**src/hw/rtl/acbc_pkg.sv**
```systemverilog
`default_nettype none
// ----------------------------------------------------------------------------
// acbc_pkg
// Shared types, constants and AES helper functions for the CBC decryptor.
// ----------------------------------------------------------------------------
package acbc_pkg;

    localparam int NumRounds = 10;
    localparam int CfgIdxW = 2;
    localparam int QueueDepth = 2;

    // configuration register indexes
    localparam logic [CfgIdxW-1:0] RegKeyHigh = 2'd0;
    localparam logic [CfgIdxW-1:0] RegKeyLow = 2'd1;
    localparam logic [CfgIdxW-1:0] RegIvHigh = 2'd2;
    localparam logic [CfgIdxW-1:0] RegIvLow = 2'd3;

    // classified block handed from the front end to the cipher core
    typedef struct packed {
        logic [127:0] cipher;
        logic [127:0] chain;
        logic         final_blk;
    } acbc_job_t;

    typedef struct packed {
        logic [127:0] plain;
        logic         final_blk;
    } acbc_res_t;

    // key expansion sequencer state
    typedef enum logic [1:0] {
        KX_IDLE,
        KX_RUN
    } acbc_kx_state_t;

    function automatic logic [7:0] xt(input logic [7:0] a);
        xt = {a[6:0], 1'b0} ^ (a[7] ? 8'h1b : 8'h00);
    endfunction

    function automatic logic [7:0] gmul(input logic [7:0] a, input logic [3:0] b);
        logic [7:0] a2;
        logic [7:0] a4;
        logic [7:0] a8;
        a2 = xt(a);
        a4 = xt(a2);
        a8 = xt(a4);
        gmul = (b[0] ? a : 8'h00) ^ (b[1] ? a2 : 8'h00) ^ (b[2] ? a4 : 8'h00)
            ^ (b[3] ? a8 : 8'h00);
    endfunction

    localparam logic [2047:0] SboxTab = {
        128'h16bb54b00f2d99416842e6bf0d89a18c,
        128'hdf2855cee9871e9b948ed9691198f8e1,
        128'h9e1dc186b95735610ef6034866b53e70,
        128'h8a8bbd4b1f74dde8c6b4a61c2e2578ba,
        128'h08ae7a65eaf4566ca94ed58d6d37c8e7,
        128'h79e4959162acd3c25c2406490a3a32e0,
        128'hdb0b5ede14b8ee4688902a22dc4f8160,
        128'h73195d643d7ea7c41744975fec130ccd,
        128'hd2f3ff1021dab6bcf5389d928f40a351,
        128'ha89f3c507f02f94585334d43fbaaefd0,
        128'hcf584c4a39becb6a5bb1fc20ed00d153,
        128'h842fe329b3d63b52a05a6e1b1a2c8309,
        128'h75b227ebe28012079a059618c323c704,
        128'h1531d871f1e5a534ccf73f362693fdb7,
        128'hc072a49cafa2d4adf04759fa7dc982ca,
        128'h76abd7fe2b670130c56f6bf27b777c63
    };

    localparam logic [2047:0] InvSboxTab = {
        128'h7d0c2155631469e126d677ba7e042b17,
        128'h619953833cbbebc8b0f52aae4d3be0a0,
        128'hef9cc9939f7ae52d0d4ab519a97f5160,
        128'h5fec8027591012b131c7078833a8dd1f,
        128'hf45acd78fec0db9a2079d2c64b3e56fc,
        128'h1bbe18aa0e62b76f89c5291d711af147,
        128'h6edf751ce837f9e28535ade72274ac96,
        128'h73e6b4f0cecff297eadc674f4111913a,
        128'h6b8a130103bdafc1020f3fca8f1e2cd0,
        128'h0645b3b80558e4f70ad3bc8c00abd890,
        128'h849d8da75746155edab9edfd5048706c,
        128'h92b6655dcc5ca4d41698688664f6f872,
        128'h25d18b6d49a25b76b224d92866a12e08,
        128'h4ec3fa420b954cee3d23c2a632947b54,
        128'hcbe9dec444438e3487ff2f9b8239e37c,
        128'hfbd7f3819ea340bf38a53630d56a0952
    };

    function automatic logic [7:0] sbox(input logic [7:0] x);
        sbox = SboxTab[{x, 3'b000} +: 8];
    endfunction

    function automatic logic [7:0] inv_sbox(input logic [7:0] x);
        inv_sbox = InvSboxTab[{x, 3'b000} +: 8];
    endfunction

endpackage : acbc_pkg
`default_nettype wire

```
**src/hw/rtl/acbc_keyexp.sv**
```systemverilog
`default_nettype none
// ----------------------------------------------------------------------------
// acbc_keyexp
// Key register bank and sequential AES-128 round key expansion, one round
// key per cycle (a key write restarts it); keys in flops, read by index.
// ----------------------------------------------------------------------------
module acbc_keyexp
    import acbc_pkg::*;
(
    input  wire logic         clk,
    input  wire logic         rst_n,
    input  wire logic         key_we,
    input  wire logic         key_sel_high,
    input  wire logic [63:0]  key_data,
    input  wire logic [3:0]   rk_idx,
    output logic [127:0]      rk,
    output logic [127:0]      rk_last,
    output logic              busy
);

    logic [127:0] key_reg;
    logic [127:0] rk_reg [NumRounds+1];
    logic [127:0] cur_reg;
    logic [3:0]   cnt_reg;
    logic [7:0]   rcon_reg;
    acbc_kx_state_t state_reg, state_next;
    logic [127:0] nxt_key;
    logic [31:0]  tw;
    logic [31:0]  w0, w1, w2, w3;

    // next round key from the current one
    always_comb
    begin
        tw = {sbox(cur_reg[23:16]), sbox(cur_reg[15:8]), sbox(cur_reg[7:0]),
            sbox(cur_reg[31:24])} ^ {rcon_reg, 24'h0};
        w0 = cur_reg[127:96] ^ tw;
        w1 = cur_reg[95:64] ^ w0;
        w2 = cur_reg[63:32] ^ w1;
        w3 = cur_reg[31:0] ^ w2;
        nxt_key = {w0, w1, w2, w3};
    end

    // sequencer next state
    always_comb
    begin
        state_next = state_reg;
        case (state_reg)
            KX_IDLE:
            begin
                if (key_we)
                    state_next = KX_RUN;
            end
            KX_RUN:
            begin
                if (key_we)
                    state_next = KX_RUN;
                else if (cnt_reg == 4'(NumRounds))
                    state_next = KX_IDLE;
            end
            default: state_next = KX_IDLE;
        endcase
    end

    // busy while a restart is pending or a rebuild runs
    always_comb
    begin
        case (state_reg)
            KX_RUN:  busy = 1'b1;
            default: busy = key_we;
        endcase
    end

    always_ff @(posedge clk or negedge rst_n)
    begin
        if (!rst_n)
        begin
            state_reg <= KX_RUN;
            key_reg   <= '0;
            cur_reg   <= '0;
            cnt_reg   <= 4'd0;
            rcon_reg  <= 8'h01;
        end
        else
        begin
            state_reg <= state_next;
            if (key_we)
            begin
                if (key_sel_high)
                begin
                    key_reg[127:64] <= key_data;
                    cur_reg <= {key_data, key_reg[63:0]};
                end
                else
                begin
                    key_reg[63:0] <= key_data;
                    cur_reg <= {key_reg[127:64], key_data};
                end
                cnt_reg  <= 4'd0;
                rcon_reg <= 8'h01;
            end
            else if (state_reg == KX_RUN)
            begin
                cur_reg  <= nxt_key;
                cnt_reg  <= cnt_reg + 4'd1;
                rcon_reg <= xt(rcon_reg);
            end
        end
    end

    // round key storage, written as the sequencer passes each index
    always_ff @(posedge clk)
    begin
        if (state_reg == KX_RUN && !key_we)
            rk_reg[cnt_reg] <= cur_reg;
    end

    assign rk      = rk_reg[rk_idx];
    // last round key on its own port, used when a block is loaded
    assign rk_last = rk_reg[NumRounds];

endmodule : acbc_keyexp
`default_nettype wire

```
**config.mk**
```make
export PLATFORM = sky130hd
export DESIGN_NAME = acbc_keyexp
export DESIGN_NICKNAME = d
export VERILOG_FILES = /design/src/hw/rtl/acbc_pkg.sv /design/src/hw/rtl/acbc_keyexp.sv
export SDC_FILE = /design/constraint.sdc
export NUM_CORES = 2
export LEC_CHECK = 0
export BUFFER_PORTS_ARGS = -buffer_cell sky130_fd_sc_hd__buf_2
export CAP_MARGIN = 20
export CORE_MARGIN = 2
export CORE_UTILIZATION = 30
export DETAILED_ROUTE_END_ITERATION = 10
export GPL_ROUTABILITY_DRIVEN = 0
export HOLD_SLACK_MARGIN = 0.08
export PLACE_DENSITY_LB_ADDON = 0.12
export SETUP_SLACK_MARGIN = 0.5
export SLEW_MARGIN = 25
export SYNTH_ARGS = -nofsm -noshare
export SYNTH_HDL_FRONTEND = slang
export SYNTH_SLANG_ARGS = --single-unit
```
**constraint.sdc**
```tcl
create_clock -name clk -period 6.4 [get_ports clk]
set_clock_uncertainty 0.1 [all_clocks]
set_input_delay 1.6 -clock clk [delete_from_list [all_inputs] [get_ports clk]]
set_output_delay 1.6 -clock clk [all_outputs]
set_load 0.005 [all_outputs]
```
# == Word level (Yosys, flattened, before mapping) ==
# Memory sizes are Yosys's and may differ from the RTL's.
# Cells that the tools add are included.
# word_totals
regBits,270
elab_cells,45
mem_count,1
ramBits,1408
output_inout_bits,257
# memory_table
memory,depth,width,read_ports,rd_ports_with_merged_regs,write_ports,line,rtl
rk_reg,11,128,2,0,1,acbc_keyexp.sv:22,logic [127:0] rk_reg [NumRounds+1];
# op_classes
shift,4
n_eq_ne,4
mux,15
reduce_logical,7
bitwise,7
addsub,1
# ops
op,n
$shiftx A2048 B12 Y8 const A,4
$mux W128,3
$xor A32 B32 Y32,5
$mux W8,2
$mux W4,2
$xor A8 B5 Y8,1
$mux W2,3
$reduce_and A2 Y1,3
$mux W5,1
$add A4 B1 Y4 const B,1
$eq A4 B4 Y1 const B,1
$pmux W2 S2,1
$mux W1,3
$ne A3 B3 Y1 const B,1
$eq A2 B1 Y1 const B,1
$logic_not A2 Y1,1
$ne A2 B2 Y1 const B,1
$reduce_bool A2 Y1,1
$logic_and A1 B1 Y1,1
$logic_not A1 Y1,1
$not A1 Y1,1

# == Depth between registers and ports, before layout ==
# depth
ltp_word,8
ltp_mapped,15
ltp_nobuf,11

# == Least setup slack after synthesis ==
# OpenSTA, ideal clock, no wires.
# synth_path
path_kind,in2reg
start,input port key_we
end,memory rk_reg[4][0] (enable)
setup_ns,0.502
cell_stages,4
arrival_ns,5.124
path_slack_ns,0.674
n_path_buf,0
path_cell_list,inv_1 > nand2_1 > nor3b_1 > and2_1
# synth_via
elab_chain_len,4
# synth_lines
element,line,rtl
start: declaration,acbc_keyexp.sv:12,"input wire logic key_we,"
$logic_not A1 Y1,acbc_keyexp.sv:113,if (state_reg == KX_RUN && !key_we)
$logic_and A1 B1 Y1,acbc_keyexp.sv:113,
$mux W1,acbc_keyexp.sv:113,
$mux W1 (not written as such),acbc_keyexp.sv:114,rk_reg[cnt_reg] <= cur_reg;
end: declaration,acbc_keyexp.sv:22,
# Every way passes these cells.

# == Final worst setup path ==
# layout_path
start,input port rk_idx[0]
end,output port rk[50]
# layout_via
elab_chain_len,1
# layout_lines
element,line,rtl
start: declaration,acbc_keyexp.sv:15,"input wire logic [3:0] rk_idx,"
$mem_v2 Z11 W128,-,
end: declaration,acbc_keyexp.sv:16,"output logic [127:0] rk,"
# Every way passes these cells.

==> impl_metrics.env <==
export IMPL_first_iter_violations=5888
export IMPL_p_sw_frac=0.409
export IMPL_grt_use_total=0.202
export IMPL_cts_root_buf="clkbuf_16"
export IMPL_finalSetupViolations=0
export IMPL_synthFlopType="edfxtp_1"
export IMPL_layout_commonest_cell="edfxtp_1"
export IMPL_drtPass1Iterations=8
export IMPL_cts_sinks=1677
export IMPL_maxSlewViolCount=0
export IMPL_rr_endpoint="cur_reg[0]"
export IMPL_power_per_cell_area_nw_per_um2=503
export IMPL_pre_cts_ws_ps=919
export IMPL_min_path_cells=1
export IMPL_min_to="key_reg[78]"
export IMPL_grt_pass1_wl_um=406000
export IMPL_core_rowCount=191
export IMPL_crit_fanout=24
export IMPL_grt_pass1_vias=52200
export IMPL_status="completed"
export IMPL_multi_input_area_um2=30100
export IMPL_grt_max_degree=134
export IMPL_rsz0062_at_grt="false"
export IMPL_max_freq_mhz=184
export IMPL_synth_area_um2=81400
export IMPL_vias=52500
export IMPL_cp_arrival_ps=3740
export IMPL_max_slew_worst_pin_slew_ps=1070
export IMPL_antenna_found_initial=58
export IMPL_hp_class="reg2reg"
export IMPL_cp_end_kind="output pin"
export IMPL_cts_hold_buf=0
export IMPL_die_w_um=525
export IMPL_reg2reg_from="cur_reg[25]"
export IMPL_r2r_setup_slack_ps=1350
export IMPL_fin_crit_ps=5440
export IMPL_cts_buffer_depth=4
export IMPL_wl_um=285000
export IMPL_insertion_delay_ps=900
export IMPL_cts_tree="yes"
export IMPL_synthDistinctLibCells=99
export IMPL_cap_violations=0
export IMPL_ff_latch_area_um2=49100
export IMPL_required_ps=4700
export IMPL_vdd_drop_max_mv=0.238
export IMPL_path_class="in2out"
export IMPL_die_h_um=525
export IMPL_die_area_um2=275000
export IMPL_power_leakage_uw=0.0314
export IMPL_place_detailed_hpwl_um=186000
export IMPL_synth_fp_nets=5616
export IMPL_seqPwrFrac=0.358
export IMPL_largest_reg_flops=1408
export IMPL_relSlewSlack=0.281
export IMPL_fin_setup_tns_ps=0
export IMPL_pwr_share_comb=0.410
export IMPL_yosysWarnings=0
export IMPL_nNetsFinal=5838
export IMPL_min_delay_start="key_reg[78]"
export IMPL_final_cell_mix="edfxtp_1, mux4_2, buf_2"
export IMPL_worst_setup_path_start_kind="input port"
export IMPL_avgSynthCellArea_um2=14.8
export IMPL_post_cts_buffers=0
export IMPL_period_share=0.850
export IMPL_switchingPower_uw=19300
export IMPL_clkPwrFrac=0.232
export IMPL_cts_buffers_inserted=191
export IMPL_ys_seq_elements=1677
export IMPL_ctsResizeCount=0
export IMPL_core_area_um2=270000
export IMPL_area_growth_pct=15.2
export IMPL_htreeDepth=4
export IMPL_filler_cell_count=26000
export IMPL_async_flop_share=0.160
export IMPL_drc=0
export IMPL_clk_pin_slew_ps=60
export IMPL_p_int_uw=27900
export IMPL_ant_nets=0
export IMPL_synth_edff_count=1408
export IMPL_initial_core_util=0.301
export IMPL_drive_gt1_frac=0.277
export IMPL_finalHoldViolCount=0
export IMPL_grt_overflow_total=0
export IMPL_port_buffers=328
export IMPL_io_pins=329
export IMPL_synth_seq_area_share=0.602
export IMPL_vias_per_cell=5.56
export IMPL_syn_instance_count=5480
export IMPL_reg2reg_depth=12
export IMPL_fin_ws_ps=961
export IMPL_wl_per_cell_um=30.2
==> how the worst max path moves through the flow <==
stage	start	end	slack (ps)	cells after the start
after floorplan	key_we	rk_reg[4][0]	670	4
after global placement	rk_idx[0]	rk[35]	940	6
after detailed placement	rk_idx[0]	rk[48]	920	6
after CTS	rk_idx[0]	rk[48]	920	6
after global routing	rk_idx[0]	rk[35]	850	6
final	rk_idx[0]	rk[50]	960	6
==> synth_stat cells (all sizes together) (22+ instances only) <==
cell,count,share of area
nand2,230,0.011
o221ai,34,0.0037
mux2,297,0.041
buf,207,0.013
a311oi,39,0.0043
o31ai,31,0.0029
xnor2,138,0.015
and3,33,0.0025
a21oi,213,0.013
nand3,86,0.0053
clkbuf,279,0.013
o211ai,71,0.0066
a2111oi,25,0.0028
nand2b,73,0.0056
dfrtp,267,0.082
xor2,56,0.0060
and2,42,0.0032
nor3,91,0.0056
ha,64,0.0098
or2,31,0.0024
nor2b,141,0.011
o21ai,217,0.013
nor3b,22,0.0021
nor2,216,0.010
a221oi,23,0.0026
o311ai,41,0.0044
a211o,29,0.0031
a31oi,52,0.0040
or3,25,0.0019
inv,55,0.0026
edfxtp,1408,0.52
mux4,452,0.13
a211oi,96,0.0089
mux2i,115,0.014
==> stage by stage <==
| step | instance area, um2 | util | hold slack [ps] | std cells | power, uW |
|---|---|---|---|---|---|
| after CTS | 93700 | 0.347 | 398 | 9422 | 47200 |
| after floorplan | 81400 | - | 370 | 5480 | 28800 |
| final | 93700 | 0.347 | 394 | 9444 | 47100 |
| after global routing | 93700 | 0.347 | 408 | 9434 | 49500 |
| after detailed placement | 87500 | 0.324 | 385 | 9078 | 36100 |
| after global placement | 87400 | 0.324 | 379 | 9077 | 36100 |
==> cells by family (layout without fill, tap and decap cells) <==
logic type,after synthesis,count (layout),synth area share
buffers and inverters,552,925,0.0287
adders and majority gates,64,64,0.00984
DFF,1677,1677,0.602
and+or+nand+nor,1057,1057,0.0661
xor gates and xnor gates,197,197,0.0217
AOI/OAI and AO/OA,1069,1069,0.0908
other,0,21,0
muxes,864,864,0.181
==> critical path, cell delays in order <==
cell    delay (ps)
buf_8          200
buf_12         220
buf_4          420
mux4_2         570
mux4_2         510
buf_2          160
==> per-layer routing <==
layer,global-route usage,share of wire,up-vias
met5,0,0.00053,-
met4,0.0577,0.031,24
met3,0.0374,0.065,492
met2,0.325,0.47,2031
met1,0.277,0.43,27700
li1,-,-,22300
==> layout make-up <==
type                    instances  share of cell area
clock buffers                 243              0.0541
repair buffers                515              0.0388
diodes                         21            0.000561
well taps                    3570              0.0477
multi-input cells            3251               0.321
clock inverters               101              0.0119
inverters                      66             0.00276
flip-flops and latches       1677               0.523
==> power groups by stage <==
stage	clock, uW	sequential [uW]	combinational, uW
2_1_floorplan	0	15500	13400
3_3_place_gp	0	17100	19000
3_5_place_dp	0	17200	18900
4_1_cts	11300	16900	19000
5_1_grt	11700	17100	20700
6_report	10900	16900	19300
Note: power is estimated with default switching activity, not from simulation.
