`src/hw/rtl/acbc_pkg.sv`:
```
`default_nettype none
// ----------------------------------------------------------------------------
// acbc_pkg
// Shared types, constants and AES helper functions for the CBC decryptor.
// ----------------------------------------------------------------------------
package acbc_pkg;

    localparam int NumRounds = 10;
    localparam int CfgIdxW = 2;
    localparam int QueueDepth = 2;

    // configuration register indexes
    localparam logic [CfgIdxW-1:0] RegKeyHigh = 2'd0;
    localparam logic [CfgIdxW-1:0] RegKeyLow = 2'd1;
    localparam logic [CfgIdxW-1:0] RegIvHigh = 2'd2;
    localparam logic [CfgIdxW-1:0] RegIvLow = 2'd3;

    // classified block handed from the front end to the cipher core
    typedef struct packed {
        logic [127:0] cipher;
        logic [127:0] chain;
        logic         final_blk;
    } acbc_job_t;

    typedef struct packed {
        logic [127:0] plain;
        logic         final_blk;
    } acbc_res_t;

    // key expansion sequencer state
    typedef enum logic [1:0] {
        KX_IDLE,
        KX_RUN
    } acbc_kx_state_t;

    function automatic logic [7:0] xt(input logic [7:0] a);
        xt = {a[6:0], 1'b0} ^ (a[7] ? 8'h1b : 8'h00);
    endfunction

    function automatic logic [7:0] gmul(input logic [7:0] a, input logic [3:0] b);
        logic [7:0] a2;
        logic [7:0] a4;
        logic [7:0] a8;
        a2 = xt(a);
        a4 = xt(a2);
        a8 = xt(a4);
        gmul = (b[0] ? a : 8'h00) ^ (b[1] ? a2 : 8'h00) ^ (b[2] ? a4 : 8'h00)
            ^ (b[3] ? a8 : 8'h00);
    endfunction

    localparam logic [2047:0] SboxTab = {
        128'h16bb54b00f2d99416842e6bf0d89a18c,
        128'hdf2855cee9871e9b948ed9691198f8e1,
        128'h9e1dc186b95735610ef6034866b53e70,
        128'h8a8bbd4b1f74dde8c6b4a61c2e2578ba,
        128'h08ae7a65eaf4566ca94ed58d6d37c8e7,
        128'h79e4959162acd3c25c2406490a3a32e0,
        128'hdb0b5ede14b8ee4688902a22dc4f8160,
        128'h73195d643d7ea7c41744975fec130ccd,
        128'hd2f3ff1021dab6bcf5389d928f40a351,
        128'ha89f3c507f02f94585334d43fbaaefd0,
        128'hcf584c4a39becb6a5bb1fc20ed00d153,
        128'h842fe329b3d63b52a05a6e1b1a2c8309,
        128'h75b227ebe28012079a059618c323c704,
        128'h1531d871f1e5a534ccf73f362693fdb7,
        128'hc072a49cafa2d4adf04759fa7dc982ca,
        128'h76abd7fe2b670130c56f6bf27b777c63
    };

    localparam logic [2047:0] InvSboxTab = {
        128'h7d0c2155631469e126d677ba7e042b17,
        128'h619953833cbbebc8b0f52aae4d3be0a0,
        128'hef9cc9939f7ae52d0d4ab519a97f5160,
        128'h5fec8027591012b131c7078833a8dd1f,
        128'hf45acd78fec0db9a2079d2c64b3e56fc,
        128'h1bbe18aa0e62b76f89c5291d711af147,
        128'h6edf751ce837f9e28535ade72274ac96,
        128'h73e6b4f0cecff297eadc674f4111913a,
        128'h6b8a130103bdafc1020f3fca8f1e2cd0,
        128'h0645b3b80558e4f70ad3bc8c00abd890,
        128'h849d8da75746155edab9edfd5048706c,
        128'h92b6655dcc5ca4d41698688664f6f872,
        128'h25d18b6d49a25b76b224d92866a12e08,
        128'h4ec3fa420b954cee3d23c2a632947b54,
        128'hcbe9dec444438e3487ff2f9b8239e37c,
        128'hfbd7f3819ea340bf38a53630d56a0952
    };

    function automatic logic [7:0] sbox(input logic [7:0] x);
        sbox = SboxTab[{x, 3'b000} +: 8];
    endfunction

    function automatic logic [7:0] inv_sbox(input logic [7:0] x);
        inv_sbox = InvSboxTab[{x, 3'b000} +: 8];
    endfunction

endpackage : acbc_pkg
`default_nettype wire

```
`src/hw/rtl/acbc_front.sv`:
```
`default_nettype none
// ----------------------------------------------------------------------------
// acbc_front
// Accepts ciphertext blocks, picks the chaining value (IV or previous
// block) and queues the job for the cipher core.
// ----------------------------------------------------------------------------
module acbc_front
    import acbc_pkg::*;
(
    input  wire logic         clk,
    input  wire logic         rst_n,
    input  wire logic         push,
    output logic              full,
    input  wire logic [127:0] cipher,
    input  wire logic         final_in,
    input  wire logic [127:0] iv,
    output logic              job_valid,
    input  wire logic         job_take,
    output acbc_job_t         job
);

    logic [127:0] prev_reg;
    logic         first_reg;
    acbc_job_t    q_reg [QueueDepth];
    logic         wp_reg, rp_reg;
    logic [1:0]   cnt_reg;
    logic         do_push;

    assign full      = (cnt_reg == 2'(QueueDepth));
    assign do_push   = push && !full;
    assign job_valid = (cnt_reg != 2'd0);
    assign job       = q_reg[rp_reg];

    // chaining state and queue pointers
    always_ff @(posedge clk or negedge rst_n)
    begin
        if (!rst_n)
        begin
            prev_reg  <= '0;
            first_reg <= 1'b1;
            wp_reg    <= 1'b0;
            rp_reg    <= 1'b0;
            cnt_reg   <= 2'd0;
        end
        else
        begin
            if (do_push)
            begin
                prev_reg  <= cipher;
                first_reg <= final_in;
                wp_reg    <= ~wp_reg;
            end
            if (job_take)
                rp_reg <= ~rp_reg;
            cnt_reg <= cnt_reg + 2'(do_push) - 2'(job_take);
        end
    end

    // queue entries
    always_ff @(posedge clk)
    begin
        if (do_push)
        begin
            q_reg[wp_reg].cipher    <= cipher;
            q_reg[wp_reg].chain     <= first_reg ? iv : prev_reg;
            q_reg[wp_reg].final_blk <= final_in;
        end
    end

endmodule : acbc_front
`default_nettype wire

```
`config.mk`:
```
export PLATFORM = sky130hd
export DESIGN_NAME = acbc_front
export DESIGN_NICKNAME = d
export VERILOG_FILES = /design/src/hw/rtl/acbc_pkg.sv /design/src/hw/rtl/acbc_front.sv
export SDC_FILE = /design/constraint.sdc
export NUM_CORES = 1
export LEC_CHECK = 0
export BUFFER_PORTS_ARGS = -buffer_cell sky130_fd_sc_hd__buf_4
export CAP_MARGIN = 20
export CORE_MARGIN = 2
export CORE_UTILIZATION = 55
export CTS_CLUSTER_DIAMETER = 200
export DETAILED_ROUTE_END_ITERATION = 16
export PLACE_DENSITY_LB_ADDON = 0.12
export SETUP_SLACK_MARGIN = 0.5
export SLEW_MARGIN = 20
export SYNTH_ARGS = -nofsm -noshare
export SYNTH_HDL_FRONTEND = slang
export SYNTH_SLANG_ARGS = --single-unit
export TNS_END_PERCENT = 10
```
`constraint.sdc`:
```
create_clock -name clk -period 15.03 [get_ports clk]
set_input_delay 3.006 -clock clk [delete_from_list [all_inputs] [get_ports clk]]
set_output_delay 3.006 -clock clk [all_outputs]
set_load 0.005 [all_outputs]
```
Word-level counts from Yosys, hierarchy flattened
Memory sizes are Yosys's and may differ from the RTL's.
Cells that the tools add are included.
{ "totals": {"ram_bits": 514, "reg_bits": 133, "n_memories": 1, "out_inout_bits": 259, "inputBits": 261, "word_cells": 17} }
{ "op_classes": {"n_eq_ne": 1, "add_sub_neg": 2, "n_mux": 3, "reduce_logical": 3, "n_bitwise": 2} }
{ "mem_list": {"columns": ["memory", "depth", "word_bits", "rd", "rd_ports_with_merged_regs", "write_ports", "line_no", "rtl"], "rows": [
  ["q_reg", 2, 257, 1, 0, 1, "acbc_front.sv:24", "acbc_job_t q_reg [QueueDepth];"]
]} }
{ "op_table": {"columns": ["op", "count"], "rows": [
  ["$mux 128", 1],
  ["$add 2x1->2", 1],
  ["$eq 2x2->1 const B", 1],
  ["$mux 1", 2],
  ["$not 1->1", 2],
  ["$reduce_bool 2->1", 1],
  ["$sub 2x1->2", 1],
  ["$logic_and 1x1->1", 1],
  ["$logic_not 1->1", 1]
]} }

Longest topological paths before layout
Gate-level depths: netlist (run 1).
{ "depth": {"word_depth": 5, "ltp_mapped": 9, "mapped_depth_nobuf": 7} }

Least setup slack after synthesis (run 1)
Ideal clock, no wire load.
{ "synth_path": {"kind": "input to register", "from": "input push", "to": "memory q_reg[0][0] (netlist bit) (enable)", "arrival_time_ns": 14.054, "setup_ns": 0.881, "stages": 4, "t_required_ns": 14.149, "slack_ns": 0.096, "path_cell_list": "nand2_4 buf_12 buf_8 nor2_1"} }
{ "synth_via": {"elab_chain_len": 3} }
{ "synth_lines": {"columns": ["item", "line_no", "rtl"], "rows": [
  ["start: declaration", "acbc_front.sv:12", "input wire logic push,"],
  ["$logic_and 1x1->1", "acbc_front.sv:30", "assign do_push = push && !full;"],
  ["$mux 1", "acbc_front.sv:62", "if (do_push)"],
  ["$mux 1 (not written as such)", "acbc_front.sv:66", "q_reg[wp_reg].final_blk <= final_in;"],
  ["end: declaration", "acbc_front.sv:24", null]
]} }
No other way between the ends.

==> results of run 1 <==
-- cells in the mapped netlist --
cell type and n:
mux2_2 437, buf_2 21, xor2_1 1, nand2_4 1, buf_12 8, dfrtp_1 132
mux2_4 77, nand2b_2 1, or2_2 1, dfstp_2 1, ha_1 2, nor2_1 1
buf_8 1, inv_1 2, edfxtp_1 514, and3_1 1, xnor2_1 3, buf_4 27
-- metal layers --
metal,vias up,global-route usage,share of wire
met3,96,0.0843,0.087
met5,-,0,0.00083
met4,6,0.104,0.033
met1,6721,0.297,0.38
met2,476,0.402,0.50
li1,5868,-,-
-- where the power goes --
| part | total, uW | internal [uW] | switching (uW) | leakage [uW] |
|---|---|---|---|---|
| Combinational | 2060 | 1170 | 894 | 0.00501 |
| Sequential | 2880 | 2630 | 255 | 0.00632 |
| Clock | 1580 | 932 | 648 | 0.00104 |
| Total | 6520 | 4730 | 1800 | 0.0124 |
-- layout by cell type, fill, tap and decap left out, drive strengths merged --
cell / n
diode: 8
clkbuf: 98
xor2: 1
bufinv: 2
nand2b: 1
xnor2: 3
mux2: 514
edfxtp: 514
or2: 1
dfstp: 1
inv: 3
ha: 2
clkinv: 18
buf: 532
and3: 1
dfrtp: 132
nor2: 1
nand2: 1
-- logic make-up (layout without fill, tap and decap cells) --
kind of cell / after synthesis / count (layout) / synth area share
DFF: 647 / 647 / 0.738
muxes: 514 / 514 / 0.239
buffers and inverters: 59 / 653 / 0.0193
and+or+nand+nor: 5 / 5 / 0.00143
xor gates and xnor gates: 4 / 4 / 0.00138
adders and majority gates: 2 / 2 / 0.000984
other: 0 / 8 / 0
-- final timing paths --
kind,from,end,slack (ns),depth (start not counted)
setup / recovery,rp_reg,job[40],8.27,4
hold / removal,prev_reg[15],prev_reg[15],0.50,1
setup reg to reg,cnt_reg[1],q_reg[0][77],11.60,5
hold reg to reg,prev_reg[15],prev_reg[15],0.50,1
max in group asynchronous,rst_n,rp_reg,10.97,2
min in group asynchronous,rst_n,prev_reg[23],2.51,1
-- worst max-delay path, stage by stage, from the launching register on --
cell and delay (ns):
dfrtp_4 0.94, buf_4 0.74, buf_4 0.80, mux2_2 0.43, buf_4 0.14
-- metrics by stage --
stage	instances	hold WS [ns]	total power, uW
2_1_floorplan	1231	0.475	4150
3_3_place_gp	2305	0.483	4940
3_5_place_dp	2305	0.492	4990
4_1_cts	2424	0.505	6580
5_1_grt	2431	0.516	6820
6_report	2433	0.502	6520
-- cell type report --
cell class	instances	area share
antenna	8	0.000628
clock buffer	98	0.0611
clock inverter	21	0.00475
inverter	2	0.000236
multi-input combinational	525	0.194
sequential	647	0.589
tap	600	0.0236
timing repair buffer	532	0.126
==> reports/results.ini, run 1 <==
[clocking]
postCtsHoldBufs = 0
cts_resized = 0
cts_made_buffers = 66
clockRootBuffer = clkbuf_16
cts_buffer_depth = 3
cts.sinks = 647
htree_levels = 3
cts_tree = built
cts_setup_buffers = 0
clk_pin_slew_worst_paths_ns = 0.06
clock_latency_ns = 0.59

[finish]
fill_cells = 2990
design_area_um2 = 31900
final_util = 0.701
drive_gt1_frac = 0.628
multi_input_area_um2 = 6190
largest_register_ffs = 514
ff_latch_area_um2 = 18800
nets = 2037
area_growth_pct = 25.4

[grt]
grt_usage = 0.245
grt_max_degree = 139
antenna_found_initial = 10
grt_pass1_wl_um = 85500
grt_pass1_vias = 13798
grt_overflow = 0

[worst_setup_path]
crit_required_ns = 12.02
crit_arrival_ns = 3.75
critical_path_class = reg -> out
critPathLaunchType = flop
critPathMaxFanout = 74
endpoint_kind = primary output

[run]
cap_viol_max_count = 0

[yosys]
synth_nets = 1494
ys_ff_latch = 647
synth_cells = 1231
yosys.area.top_type = edfxtp_1
synth_top_area_frac = 0.607
yosysUniqueCellTypes = 18
synth.avg_cell_area_um2 = 20.7
netlist_area_um2 = 25400
synth-seq-area-share = 0.738
yosys-top-cells-area = edfxtp_1, mux2_2, dfrtp_1
yosys_warnings = 0

[route]
wl_per_cell_um = 24.4
avgViaCountPerCell = 5.41
vias = 13167
drt-total-wl_um = 59300
ant_nets = 0
dr.pass1.iters = 5
drt_iter0_drc = 904
drc = 0

[floorplan]
ios = 520
die_h_um = 219
die_w_um = 219
rows = 78
start_util = 0.559
core_area_um2 = 45500
dieArea_um2 = 48000

[sta]
fin_crit_sh = 0.450
clock.fmax_ghz = 0.148
fin_crit_ns = 6.76
fin_tns_setup_ns = 0
rsz0062_at_grt = no
report.final.slew_viol_count = 0
setup_viol = 0
finalClockSkew_ns = 0.0208
worst_slack_ns = 8.27
hold_violations = 0
worst_slew_pin_slew_ns = 1.08
slew_headroom = 0.282

[placed_design]
hpwl_um = 39100
place_ws_ns = 8.86
gp_congestion = 0.832
io_buffer_count = 519
placed_cell_area_um2 = 29700

[power_and_ir_drop]
vdd_drop_max_mv = 0.143
leakage_uw = 0.0124
p_per_area_nw_per_um2 = 205

[hold_path]
hp-class = reg -> reg

[outcome]
status = complete, no violations

(Power assumes the default switching activity.)
==> run 2, diff against run 1 <==
--- a/config.mk
+++ b/config.mk
@@ -8,7 +8,7 @@
 export BUFFER_PORTS_ARGS = -buffer_cell sky130_fd_sc_hd__buf_4
 export CAP_MARGIN = 20
 export CORE_MARGIN = 2
-export CORE_UTILIZATION = 55
+export CORE_UTILIZATION = 50
 export CTS_CLUSTER_DIAMETER = 200
 export DETAILED_ROUTE_END_ITERATION = 16
 export PLACE_DENSITY_LB_ADDON = 0.12
==> constraint.sdc (replaced) <==
create_clock -name clk -period 6.2 [get_ports clk]
set_input_delay 1.24 -clock clk [delete_from_list [all_inputs] [get_ports clk]]
set_output_delay 1.24 -clock clk [all_outputs]
set_load 0.005 [all_outputs]
==> run 2 against run 1 <==
Sequential power is 140% higher. Critical path depth is 1 lower. Global-route usage decreased by 2.7 points. Worst hold slack got worse by 0.0037 ns. Die area is 9.8% higher. Clock skew is 0.00052 ns lower. Power increased by 140%. Combinational power rose by 150%. First-iteration DRC count decreased by 16%. Sequential share of layout area shrank 0.14 points. Wire length down 2.5%. Utilization down 6.4 points. Critical endpoint is now job[43]. Largest cell class unchanged. Largest power group unchanged.
==> reports/results.ini, run 2 (synthesis results as in run 1) <==
[route]
drt_iter0_drc = 757  ; was 904
vias = 13021  ; was 13167
wl_per_cell_um = 23.1  ; was 24.4 um
ant_nets = 0  ; unchanged
dr.pass1.iters = 5  ; unchanged
drt-total-wl_um = 57800  ; was 59300 um
drc = 0  ; unchanged
avgViaCountPerCell = 5.21  ; was 5.41

[clocking]
clock_latency_ns = 0.59  ; about the same
cts_made_buffers = 68  ; was 66
cts_tree = built  ; unchanged
clockRootBuffer = clkbuf_16  ; unchanged
cts_buffer_depth = 3  ; unchanged
cts_resized = 0  ; unchanged
cts_setup_buffers = 0  ; unchanged
htree_levels = 3  ; unchanged
clk_pin_slew_worst_paths_ns = 0.05  ; was 0.06 ns
postCtsHoldBufs = 0  ; unchanged
cts.sinks = 647  ; unchanged

[sta]
setup_viol = 0  ; unchanged
worst_slew_pin_slew_ns = 1.01  ; was 1.08 ns
clock.fmax_ghz = 0.264
report.final.slew_viol_count = 0  ; unchanged
hold_violations = 0  ; unchanged
fin_crit_ns = 3.79
fin_crit_sh = 0.612
fin_tns_setup_ns = 0  ; unchanged
rsz0062_at_grt = no  ; unchanged
finalClockSkew_ns = 0.0203  ; was 0.0208 ns
slew_headroom = 0.328  ; was 0.282

[grt]
grt_overflow = 0  ; unchanged
grt_max_degree = 146  ; was 139
grt_pass1_wl_um = 85500  ; about the same
grt_pass1_vias = 13986  ; was 13798
antenna_found_initial = 6  ; was 10
grt_usage = 0.218  ; was 0.245

[placed_design]
placed_cells = 2378  ; was 2305
gp_congestion = 0.775  ; was 0.832
placed_cell_area_um2 = 29900  ; was 29700 um^2
io_buffer_count = 519  ; unchanged
hpwl_um = 36600  ; was 39100 um

[worst_setup_path]
reg2reg_depth = 2  ; was 5
crit_required_ns = 4.96  ; was 12.02 ns
crit_arrival_ns = 2.55  ; was 3.75 ns
critPathMaxFanout = 110  ; was 74
endpoint_kind = primary output  ; unchanged
critical_path_class = reg -> out  ; unchanged
critPathLaunchType = flop  ; unchanged

[finish]
fill_cells = 3623  ; was 2990
drive_gt1_frac = 0.626  ; was 0.628
layoutNonFillerInstCount = 2498  ; was 2433
nets = 2039  ; was 2037
area_growth_pct = 25.7  ; was 25.4%
mostFrequentLayoutCells = buf_4, edfxtp_1, mux2_2  ; unchanged
mostFrequentLayoutCell = buf_4  ; unchanged
design_area_um2 = 32000  ; was 31900 um^2
largest_register_ffs = 514  ; unchanged

[power_and_ir_drop]
leakage_uw = 0.0124  ; about the same
p_per_area_nw_per_um2 = 493  ; was 205 nW/um^2
vdd_drop_max_mv = 0.353  ; was 0.143 mV
power_uw = 15800  ; was 6520 uW

[run]
cap_viol_max_count = 0  ; unchanged

[floorplan]
core_area_um2 = 50200  ; was 45500 um^2
die_h_um = 230  ; was 219 um
ios = 520  ; unchanged
dieArea_um2 = 52700  ; was 48000 um^2
start_util = 0.507  ; was 0.559
die_w_um = 230  ; was 219 um
rows = 82  ; was 78

[outcome]
status = complete, no violations  ; unchanged

[hold_path]
hold_path_depth = 1  ; unchanged
hp-class = reg -> reg  ; unchanged

## run 2: worst max-delay path: stages (launching register included)
cell and delay, ns:
dfrtp_4 0.70, buf_12 0.46, mux2_2 0.46, buf_4 0.15
## run 2: final timing paths
check,from,to,slack [ns]
setup / recovery,rp_reg,job[43],2.41
hold / removal,prev_reg[23],prev_reg[23],0.50
setup reg to reg,first_reg,q_reg[1][81],3.41
hold reg to reg,prev_reg[23],prev_reg[23],0.50
max in group asynchronous,rst_n,rp_reg,4.32
min in group asynchronous,rst_n,prev_reg[15],0.72
## run 2: cell type report
type                       instances  area [um^2]  area share
antenna                            3         7.51    0.000235
clock buffer                     101         1980      0.0620
clock inverter                    16         75.1     0.00235
inverter                           2         7.51    0.000235
multi-input combinational        525         6190       0.194
sequential                       647        18800       0.588
tap                              672          841      0.0263
timing repair buffer             532         4070       0.127
## run 2: report_power, final
group	internal, uW	total (uW)	switching [uW]	leakage (uW)
Clock	2200	3770	1570	0.00101
Combinational	2840	5130	2280	0.00502
Sequential	6360	6870	504	0.00632
## run 2: stage by stage
stage / hold slack [ns] / util / setup slack [ns]
3_5_place_dp: 0.490 / 0.596 / 2.89
3_3_place_gp: 0.484 / 0.596 / 2.91
4_1_cts: 0.502 / 0.637 / 2.36
2_1_floorplan: 0.475 / - / 0.394
6_report: 0.498 / 0.637 / 2.41
5_1_grt: 0.511 / 0.637 / 2.30
## run 2: per-layer routing
metal  track usage  wire length [um]  up-vias  part of all wire
met2         0.352             28000      428              0.48
li1              -                 -     5865                 -
met1         0.263             22400     6632              0.39
met3        0.0827              5430       90             0.094
met5             0                45        -           0.00078
met4        0.0915              1880        6             0.032
